--- src/hw/rtl/fdl_pkg.sv ---
`timescale 1ns / 1ps
// ----------------------------------------------------------------------------
// fdl_pkg
// Shared constants, register indexes and types of the fractional delay line.
// ----------------------------------------------------------------------------
package fdl_pkg;

  localparam int MAX_DELAY_DEF   = 4096;
  localparam int SAMPLE_BITS_DEF = 24;

  localparam int LEN_W      = 13;  // delay_length register
  localparam int COEF_W     = 33;  // signed Q4.28 coefficients (sign, 4 integer bits, 28 fraction bits)
  localparam int FRAC_BITS  = 28;
  localparam int CFG_ADDR_W = 3;
  localparam int CFG_DATA_W = COEF_W;

  localparam int FIFO_DEPTH = 4;   // power of two
  localparam int FIFO_AW    = $clog2(FIFO_DEPTH);
  localparam int FIFO_CW    = FIFO_AW + 1;

  localparam logic [CFG_ADDR_W-1:0] REG_DELAY_LENGTH   = 3'd0;
  localparam logic [CFG_ADDR_W-1:0] REG_ALLPASS_ENABLE = 3'd1;
  localparam logic [CFG_ADDR_W-1:0] REG_COEF_B0        = 3'd2;
  localparam logic [CFG_ADDR_W-1:0] REG_COEF_B1        = 3'd3;
  localparam logic [CFG_ADDR_W-1:0] REG_COEF_B2        = 3'd4;
  localparam logic [CFG_ADDR_W-1:0] REG_COEF_A1        = 3'd5;
  localparam logic [CFG_ADDR_W-1:0] REG_COEF_A2        = 3'd6;

  typedef logic signed [COEF_W-1:0] coef_t;

  // per-stage control travelling with a sample
  typedef struct packed {
    logic valid;
    logic last;
  } fdl_ctl_t;

endpackage

--- src/hw/rtl/fdl_out_fifo.sv ---
`timescale 1ns / 1ps
// ----------------------------------------------------------------------------
// fdl_out_fifo
// Small result queue; its entries are the result registers of the block.
// ----------------------------------------------------------------------------
module fdl_out_fifo
  import fdl_pkg::*;
#(
  parameter int WIDTH = SAMPLE_BITS_DEF + 1
) (
  input  logic               clk,
  input  logic               rst_n,
  input  logic               push,
  input  logic [WIDTH-1:0]   push_data,
  input  logic               pop,
  output logic               valid,
  output logic [WIDTH-1:0]   data,
  output logic [FIFO_CW-1:0] count
);

  logic [WIDTH-1:0]   entry_r [FIFO_DEPTH];
  logic [FIFO_AW-1:0] wr_ptr_r, rd_ptr_r;
  logic [FIFO_CW-1:0] count_r;

  always_ff @(posedge clk) begin
    if (push) begin
      entry_r[wr_ptr_r] <= push_data;
    end
  end

  always_ff @(posedge clk) begin
    if (!rst_n) begin
      wr_ptr_r <= '0;
      rd_ptr_r <= '0;
      count_r  <= '0;
    end else begin
      if (push) begin
        wr_ptr_r <= wr_ptr_r + FIFO_AW'(1);
      end
      if (pop) begin
        rd_ptr_r <= rd_ptr_r + FIFO_AW'(1);
      end
      count_r <= count_r + FIFO_CW'(push) - FIFO_CW'(pop);
    end
  end

  assign valid = (count_r != '0);
  assign data  = entry_r[rd_ptr_r];
  assign count = count_r;

endmodule

--- config.mk ---
export PLATFORM = sky130hd
export DESIGN_NAME = fdl_out_fifo
export DESIGN_NICKNAME = d
export VERILOG_FILES = /design/src/hw/rtl/fdl_pkg.sv /design/src/hw/rtl/fdl_out_fifo.sv
export SDC_FILE = /design/constraint.sdc
export NUM_CORES = 1
export LEC_CHECK = 0
export BUFFER_PORTS_ARGS = -buffer_cell sky130_fd_sc_hd__buf_2
export CAP_MARGIN = 20
export CORE_MARGIN = 2
export CORE_UTILIZATION = 35
export CTS_BUF_LIST = sky130_fd_sc_hd__clkbuf_16
export DETAILED_ROUTE_END_ITERATION = 10
export HOLD_SLACK_MARGIN = 0.06
export SYNTH_ARGS = -nofsm -noshare
export SYNTH_HDL_FRONTEND = slang
export SYNTH_SLANG_ARGS = --single-unit
--- constraint.sdc ---
create_clock -name clk -period 4.4 [get_ports clk]
set_clock_uncertainty 0.05 [all_clocks]
set_input_delay 0.22 -clock clk [delete_from_list [all_inputs] [get_ports clk]]
set_output_delay 0.22 -clock clk [all_outputs]
set_load 0.01 [all_outputs]
-- Word level (Yosys, flattened, before mapping)
Memories as Yosys holds them, arrays and structs flattened. A register that Yosys moved wholly into a read port is not among the register bits.
Index checks and enable logic that the tools add are counted.
- add/subtract/negate cells: 4
- muxes and demuxes: 4
- reduce and logical (&&, ||, !) cells: 1
- operators by type and width (kind ; number):
    2-bit by 1-bit adder with 2-bit output, second input constant ; 2
    2-bit two-way mux ; 2
    3-bit by 1-bit adder with 3-bit output ; 1
    3-bit nonzero test ; 1
    3-bit by 1-bit subtractor with 3-bit output ; 1
    1-bit two-way mux ; 2
- memories kept: 1
- bits in writable memories: 100
- register bits: 7
- bits of input ports: 29
- memories (name ; words ; bits a word ; read ports ; clocked after memory_dff ; wr ports ; line ; text):
    entry_r ; 4 ; 25 ; 1 ; 1 ; 1 ; fdl_out_fifo.sv:21 ; logic [WIDTH-1:0] entry_r [FIFO_DEPTH];

-- Logic depth before layout (Yosys ltp)
Gate-level depths: netlist (run 1).
- depth after elaboration: 3
- gate-level depth with buffers: 7
- gate-level depth less buffers: 7

-- Worst setup path before layout (run 1)
No wires, ideal clock.
- kind: register to register
- start: reg count_r[0], in the netlist count[0]
- end: reg count_r[2], in the netlist count[2]
- period minus slack after synthesis: 1.788 ns
- cell stages (with the launch flop): 8
- path buffers: 0
- arrival: 1.674 ns
- slack: 2.612 ns
- data required time: 4.286 ns
- cells stage by stage: dfxtp_1 > inv_1 > ha_1 > inv_1 > ha_1 > fa_1 > xor3_1 > nor2_1
- word-level cells in the longest chain between the ends: 2
- ends and longest elaborated chain (element ; line ; text):
    start, declared ; fdl_out_fifo.sv:23 ; logic [FIFO_CW-1:0] count_r;
    start signal, assigned ; fdl_out_fifo.sv:43 ; count_r <= count_r + FIFO_CW'(push) - FIFO_CW'(pop);
    3-bit by 1-bit adder with 3-bit output ; fdl_out_fifo.sv:43 ;
    3-bit by 1-bit subtractor with 3-bit output ; fdl_out_fifo.sv:43 ;
No other way between the ends.
A chain may end at the register's enable or synchronous reset.

==> key figures, run 1 <==
Die
  – Die H: 112.1 um
  – Row count: 39
  – DIE AREA: 12560 um^2
  – Die X: 112.1 um
  – Core Footprint: 11420 um^2
  – I/O Pins: 58
  – Starting Density: 35.81%

Pwr
  – Leakage: 0.001778 uW
  – Total power: 2204 uW
  – PwrDens: 437.4 nW/um^2
  – Max rail drop VDD: 0.0002671 V

Logic synthesis
  – Largest family of logic cells by synthesized area: multiplexers
  – Synth unique cells: 20
  – Top-area cell type share of the netlist area: 73.44%
  – Ys async rst share: 0%
  – Mean Syn Cell Area: 23.64 um^2
  – Post-synth EDFFs: 100
  – Compound-Gate Fraction of Synth Area: 0.3672%
  – Post-synth top flop: edfxtp_1
  – Synthesis-stage register bit count: 109
  – Synth top area cells: edfxtp_1 (73%), mux4_2 (11%), dfxtp_1 (4.4%)
  – Multiplexer area fraction after synthesis: 14.47%
  – Synth Area in Adders: 2.326%
  – Syn Inst Count: 173
  – Syn_nets: 209
  – Area leader, netlist: edfxtp_1
  – Synth warn: 0
  – Synth Area in Simple Gates: 1.714%
  – Post-Synth XOR/XNOR Area: 1.010%
  – Seq/Total Area, Yosys: 77.85%
  – Synth Cell Area: 4089 um^2

Placed design
  – Quantity of I/O buffers inserted on ports: 57
  – Detailed Place HPWL: 3.981 mm
  – GP Congestion: 0.6223

Drt
  – Final WL: 6.826 mm
  – Vias: 1916
  – DR WL/cell: 16.57 um
  – Iteration-0 DRC count of the detailed router: 50
  – Via density: 4.650
  – # DRC: 0
  – Detail Route Antenna Nets: 0
  – Initial DRT Pass Iterations: 4

Timing
  – Final hold vios: 0
  – RSZ-0062 raised after global routing: no
  – Fmax: 423.8 MHz
  – Crit share post-route: 53.63%
  – Setup TNS: 0 ps
  – Final setup viols: 0
  – Final Max Slew Viols: 0
  – Rel. slew slack: 40.24%
  – Worst-margin pin slew: 896.3 ps
  – Tmin final: 2360 ps

Global routing
  – Initial antenna violation count: 0
  – Vias in the first global route: 2083
  – Pin count of the biggest net entering global routing: 26
  – All-layer global routing usage: 11.43%
  – Congestion Overflow GR: 0
  – Global-route wire length before repair: 10.91 mm

Clock network
  – Clk buf depth: 2
  – Clk_lat worst skew: 330 ps
  – Num CTS Buffers: 9
  – CTS sink cnt: 109
  – Clock slew at reported path FFs: 70 ps
  – Cts hold-fix bufs: 24
  – Root Driver: clkbuf_16
  – CTS tree: done
  – Post_cts resized: 0
  – H-Tree Depth: 3
  – Post-CTS Setup Bufs: 0

Critical path
  – WP data required: 4130 ps
  – Worst setup EP type: output pin
  – Worst EP arrival: 2090 ps
  – Largest delay share family, worst path: flip-flops
  – Crit Path Category: register to output pin
  – Crit Path Max Fanout: 25
  – Slowest library cell on the worst path: dfxtp_2
  – Crit path buf inv count: 1
  – Worst path cell trace: mux4_1 -> buf_2
  – Max incr delay on CP: 920 ps
  – Worst reg-to-reg setup slack: 2580 ps
  – Setup crit start kind: register

Flow run
  – Max-cap violations: 0

Final layout
  – Diode count: 0
  – Proportion of layout cells with a drive suffix above 1: 36.80%
  – Synthesis-to-layout area growth: 23.26%
  – Nets@finish: 300

Min path
  – Tightest Hold Check Type: primary input to register

Run status
  – Outcome: finished clean
where the power goes:
group          leakage [uW]  switching (uW)  internal (uW)
Clock              0.000138             348            387
Sequential         0.000993            30.5           1190
Combinational      0.000646             115            134
Total               0.00178             494           1710
through the flow:
stage / util, % / hold WS (ps) / setup WS [ps] / std cells / area [um^2]
after floorplan: - / 268.9 / 2612 / 173 / 4089
after global placement: 39.63 / 384.5 / 2317 / 372 / 4526
after detailed placement: 39.63 / 391.7 / 2308 / 372 / 4526
after CTS: 44.14 / 61.60 / 1939 / 412 / 5040
after global routing: 44.14 / 75.75 / 1866 / 412 / 5040
final: 44.14 / 73.20 / 2040 / 412 / 5040
area by class of cell:
type,instances,area (um^2)
Fill cell,1019,6379
Sequential cell,109,3184
Multi-Input combinational cell,51,813.3
Timing Repair Buffer,86,563.0
Clock buffer,9,225.2
Tap cell,143,178.9
Clock inverter,7,48.80
Inverter,7,26.28
cells in the mapped netlist, types with 2 or more instances:
cell      number
and2_1         6
nor2_1         5
dfxtp_1        9
xnor2_1        2
mux4_2        20
inv_1          7
buf_12         2
ha_1           6
mux4_1         5
edfxtp_1     100
buf_2          2
per-layer routing:
layer / GRT usage [%] / vias up / wire (um)
li1: - / 892 / -
met1: 15.16 / 975 / 3112
met2: 18.96 / 41 / 3351
met3: 2.376 / 8 / 279
met4: 3.902 / 0 / 82
met5: 0 / - / 0
cell families after synthesis:
group                      after synthesis
AOI/OAI and AO/OA                        2
DFF                                    109
buffers and inverters                   13
adders and majority gates                7
and+or+nand+nor                         13
xor gates and xnor gates                 3
muxes                                   26
final timing paths:
kind / from / to / cells after the start
setup reg to reg: count[0]$_SDFF_PN0_ / count[2]$_SDFF_PN0_ / 7
hold reg to reg: wr_ptr_r[1]$_SDFFE_PN0P_ / wr_ptr_r[1]$_SDFFE_PN0P_ / 2
setup / recovery: register / data[24] / 2
hold / removal: push_data[7] / entry_r[3][7]$_DFFE_PP_ / 1
layout by cell type, fill, tap and decap left out:
| cell type | instances |
|---|---|
| buf_2 | 57 |
| fa_1 | 1 |
| mux4_2 | 20 |
| dlygate4sd3_1 | 24 |
| clkinv_2 | 2 |
| a21bo_2 | 1 |
| ha_1 | 6 |
| clkinv_1 | 1 |
| xor3_1 | 1 |
| dfxtp_1 | 8 |
| clkbuf_16 | 9 |
| nor2_1 | 5 |
| mux2i_1 | 1 |
| a21oi_1 | 1 |
| xnor2_1 | 2 |
| buf_4 | 5 |
| inv_6 | 3 |
| mux4_1 | 5 |
| or3_1 | 1 |
| dfxtp_2 | 1 |
| and2_1 | 6 |
| clkinv_4 | 1 |
| nand3b_1 | 1 |
| inv_1 | 7 |
| edfxtp_1 | 100 |
sequential cells by signal, summed over array words and instances, names as in the netlist, named ones only:
register	flops
entry_r	100
count	3
wr_ptr_r	2
rd_ptr_r	2
worst reg2reg max path, delay by kind of cell, from the launching register on:
family	cells	cell delay [ps]
adder cells (fa/ha/maj)	3	820
buffers and inverters	2	90
flip-flops	1	350
XOR/XNOR	1	360
AND/OR/NAND/NOR	1	90
(Power assumes the default switching activity.)
==> run 2: changes to the inputs <==
- clock period: 4.4 -> 2.22 ns (I/O delays scaled with it)
==> run 2 against run 1 <==
Compared with the run above: core utilization up 0.79 points; non-clock buffer count up 5; sequential power up 96%; first-iteration DRC count up 38%; register-to-register slack worse by 2200 ps; combinational power up 110%; worst hold slack better by 10 ps; via count up 0.73%; total power up 100%; critical endpoint is now count[2]$_SDFF_PN0_; largest power group unchanged.
==> key figures, run 2 (synthesis gave the netlist of run 1 again) <==
Critical path
  – Slowest library cell on the worst path: dlygate4sd3_1 (was dfxtp_2)
  – CP dominant cell by count: ha_1
  – Worst EP arrival: 2110 ps (was 2090 ps)
  – Worst setup EP type: register (was output pin)
  – Crit Path Max Fanout: 4 (was 25)
  – Setup crit start kind: primary input (was register)
  – Crit Path Category: primary input to register (was register to output pin)
  – Max incr delay on CP: 530 ps (was 920 ps)
  – WP data required: 2440 ps (was 4130 ps)
  – Worst path cell trace: dlygate4sd3_1 -> buf_2 -> ha_1 -> inv_1 -> ha_1 -> fa_1 -> xor3_1 -> nor2_1 (was mux4_1 -> buf_2)

Pwr
  – Leakage: 0.001820 uW (was 0.001778 uW)
  – Max rail drop VDD: 0.0004037 V (was 0.0002671 V)
  – PwrDens: 878.2 nW/um^2 (was 437.4 nW/um^2)

Final layout
  – Fillcell total: 1026 (was 1019)
  – Synthesis-to-layout area growth: 25.46% (was 23.26%)
  – Most frequent cells in the layout: edfxtp_1 (100), buf_2 (57), dlygate4sd3_1 (27) (was edfxtp_1 (100), buf_2 (57), dlygate4sd3_1 (24))
  – Area of the multi-input gates: 813.3 um^2 (unchanged)
  – Finished Layout Cells: 417 (was 412)
  – Diode count: 0 (unchanged)
  – Sequential cell area: 3184 um^2 (unchanged)
  – Nets@finish: 305 (was 300)
  – Max reg flops: 100 (unchanged)
  – Reg with most FFs: entry_r (unchanged)
  – Commonest non-fill, non-tap cell in the layout: edfxtp_1 (unchanged)
  – Proportion of layout cells with a drive suffix above 1: 36.13% (was 36.80%)

Clock network
  – Clk buf depth: 2 (unchanged)
  – CTS sink cnt: 109 (unchanged)
  – Post_cts resized: 0 (unchanged)
  – Clk_lat worst skew: 330 ps (about the same)
  – Clock slew at reported path FFs: 60 ps (was 70 ps)
  – CTS tree: done (unchanged)
  – H-Tree Depth: 3 (unchanged)
  – Post-CTS Setup Bufs: 0 (unchanged)
  – Num CTS Buffers: 9 (unchanged)
  – Root Driver: clkbuf_16 (unchanged)

Timing
  – Final hold vios: 0 (unchanged)
  – Fmax: 528.9 MHz
  – Worst-margin pin slew: 406.3 ps (was 896.3 ps)
  – Setup TNS: 0 ps (unchanged)
  – Final setup viols: 0 (unchanged)
  – Rel. slew slack: 72.91% (was 40.24%)
  – RSZ-0062 raised after global routing: no (unchanged)
  – Tmin final: 1891 ps
  – Final Max Slew Viols: 0 (unchanged)
  – Crit share post-route: 85.17%

Drt
  – Initial DRT Pass Iterations: 4 (unchanged)
  – Met2 WL post-DR: 3.379 mm (was 3.351 mm)
  – Iteration-0 DRC count of the detailed router: 69 (was 50)
  – Highest metal used: met4 (unchanged)
  – DR WL/cell: 16.28 um (was 16.57 um)
  – Via density: 4.628 (was 4.650)
  – Detail Route Antenna Nets: 0 (unchanged)
  – Final WL: 6.787 mm (was 6.826 mm)
  – # DRC: 0 (unchanged)
  – Met3 WL: 318 um (was 279 um)
  – Vias: 1930 (was 1916)
  – Metal1 wirelength: 3.019 mm (was 3.112 mm)

Global routing
  – All-layer global routing usage: 11.47% (was 11.43%)
  – Pin count of the biggest net entering global routing: 26 (unchanged)
  – Vias in the first global route: 2070 (was 2083)
  – Congestion Overflow GR: 0 (unchanged)
  – Global-route wire length before repair: 10.82 mm (was 10.91 mm)
  – Initial antenna violation count: 0 (unchanged)

Die
  – Starting Density: 35.81% (unchanged)
  – Core Footprint: 11420 um^2 (unchanged)
  – Row count: 39 (unchanged)
  – Die X: 112.1 um (unchanged)
  – Die H: 112.1 um (unchanged)
  – DIE AREA: 12560 um^2 (unchanged)
  – I/O Pins: 58 (unchanged)

Run status
  – Outcome: finished clean (unchanged)

Min path
  – Tightest Hold Check Type: primary input to register (unchanged)

Placed design
  – Detailed Place HPWL: 4.135 mm (was 3.981 mm)
  – GP Congestion: 0.6725 (was 0.6223)
  – Placed insts: 374 (was 372)
  – Quantity of I/O buffers inserted on ports: 57 (unchanged)

Flow run
  – Max-cap violations: 0 (unchanged)
-- run 2: cell type report --
class | instances | area share, %
flip-flops and latches | 109 | 62.07
multi-input cells | 51 | 15.85
repair buffers | 91 | 12.10
clock buffers | 10 | 4.878
well taps | 143 | 3.488
clock inverters | 6 | 1.098
inverters | 7 | 0.5122
-- run 2: routing by layer --
layer | track usage [%] | vias up
met5 | 0 | -
met4 | 3.415 | 0
met3 | 3.726 | 9
met2 | 18.92 | 44
met1 | 14.65 | 981
li1 | - | 896
-- run 2: where the power goes --
group	switching, uW	internal [uW]	leakage [uW]	total [uW]
sequential	36.5	2360	0.000993	2390
clock	650	930	0.000154	1580
combinational	253	278	0.000673	531
-- run 2: path summary, 6_finish.rpt --
path / startpoint / to / slack, ps / cells past startpoint
hold reg to reg: rd_ptr_r[0]$_SDFFE_PN0P_ / register / 500 / 2
hold / removal: push / wr_ptr_r[0]$_SDFFE_PN0P_ / 80 / 3
setup / recovery: pop / count[2]$_SDFF_PN0_ / 330 / 8
setup reg to reg: count[0]$_SDFF_PN0_ / count[2]$_SDFF_PN0_ / 400 / 7
-- run 2: stage by stage --
stage	setup slack (ps)	instance area (um^2)	total power [uW]	hold slack (ps)	util (%)
global route	231.5	5130	4699	111.3	44.93
CTS	340.2	5130	4580	85.26	44.93
finish	329.2	5130	4505	83.57	44.93
floorplan	431.7	4089	2754	159.9	-
detailed placement	398.1	4553	2952	277.7	39.88
global placement	468.4	4553	2934	274.6	39.88
-- run 2: timing repair --
item | in CTS | in global routing
hold buffers | 27 | 0
endpoints found under the hold margin | 107 | 0
endpoints found under the setup margin | 0 | 0
-- run 2: critical path: cells and delay by family --
kind / cells / cell delay [ps]
xor+xnor: 1 / 360
fa+ha+maj: 3 / 840
buf+inv: 3 / 720
simple gates: 1 / 90
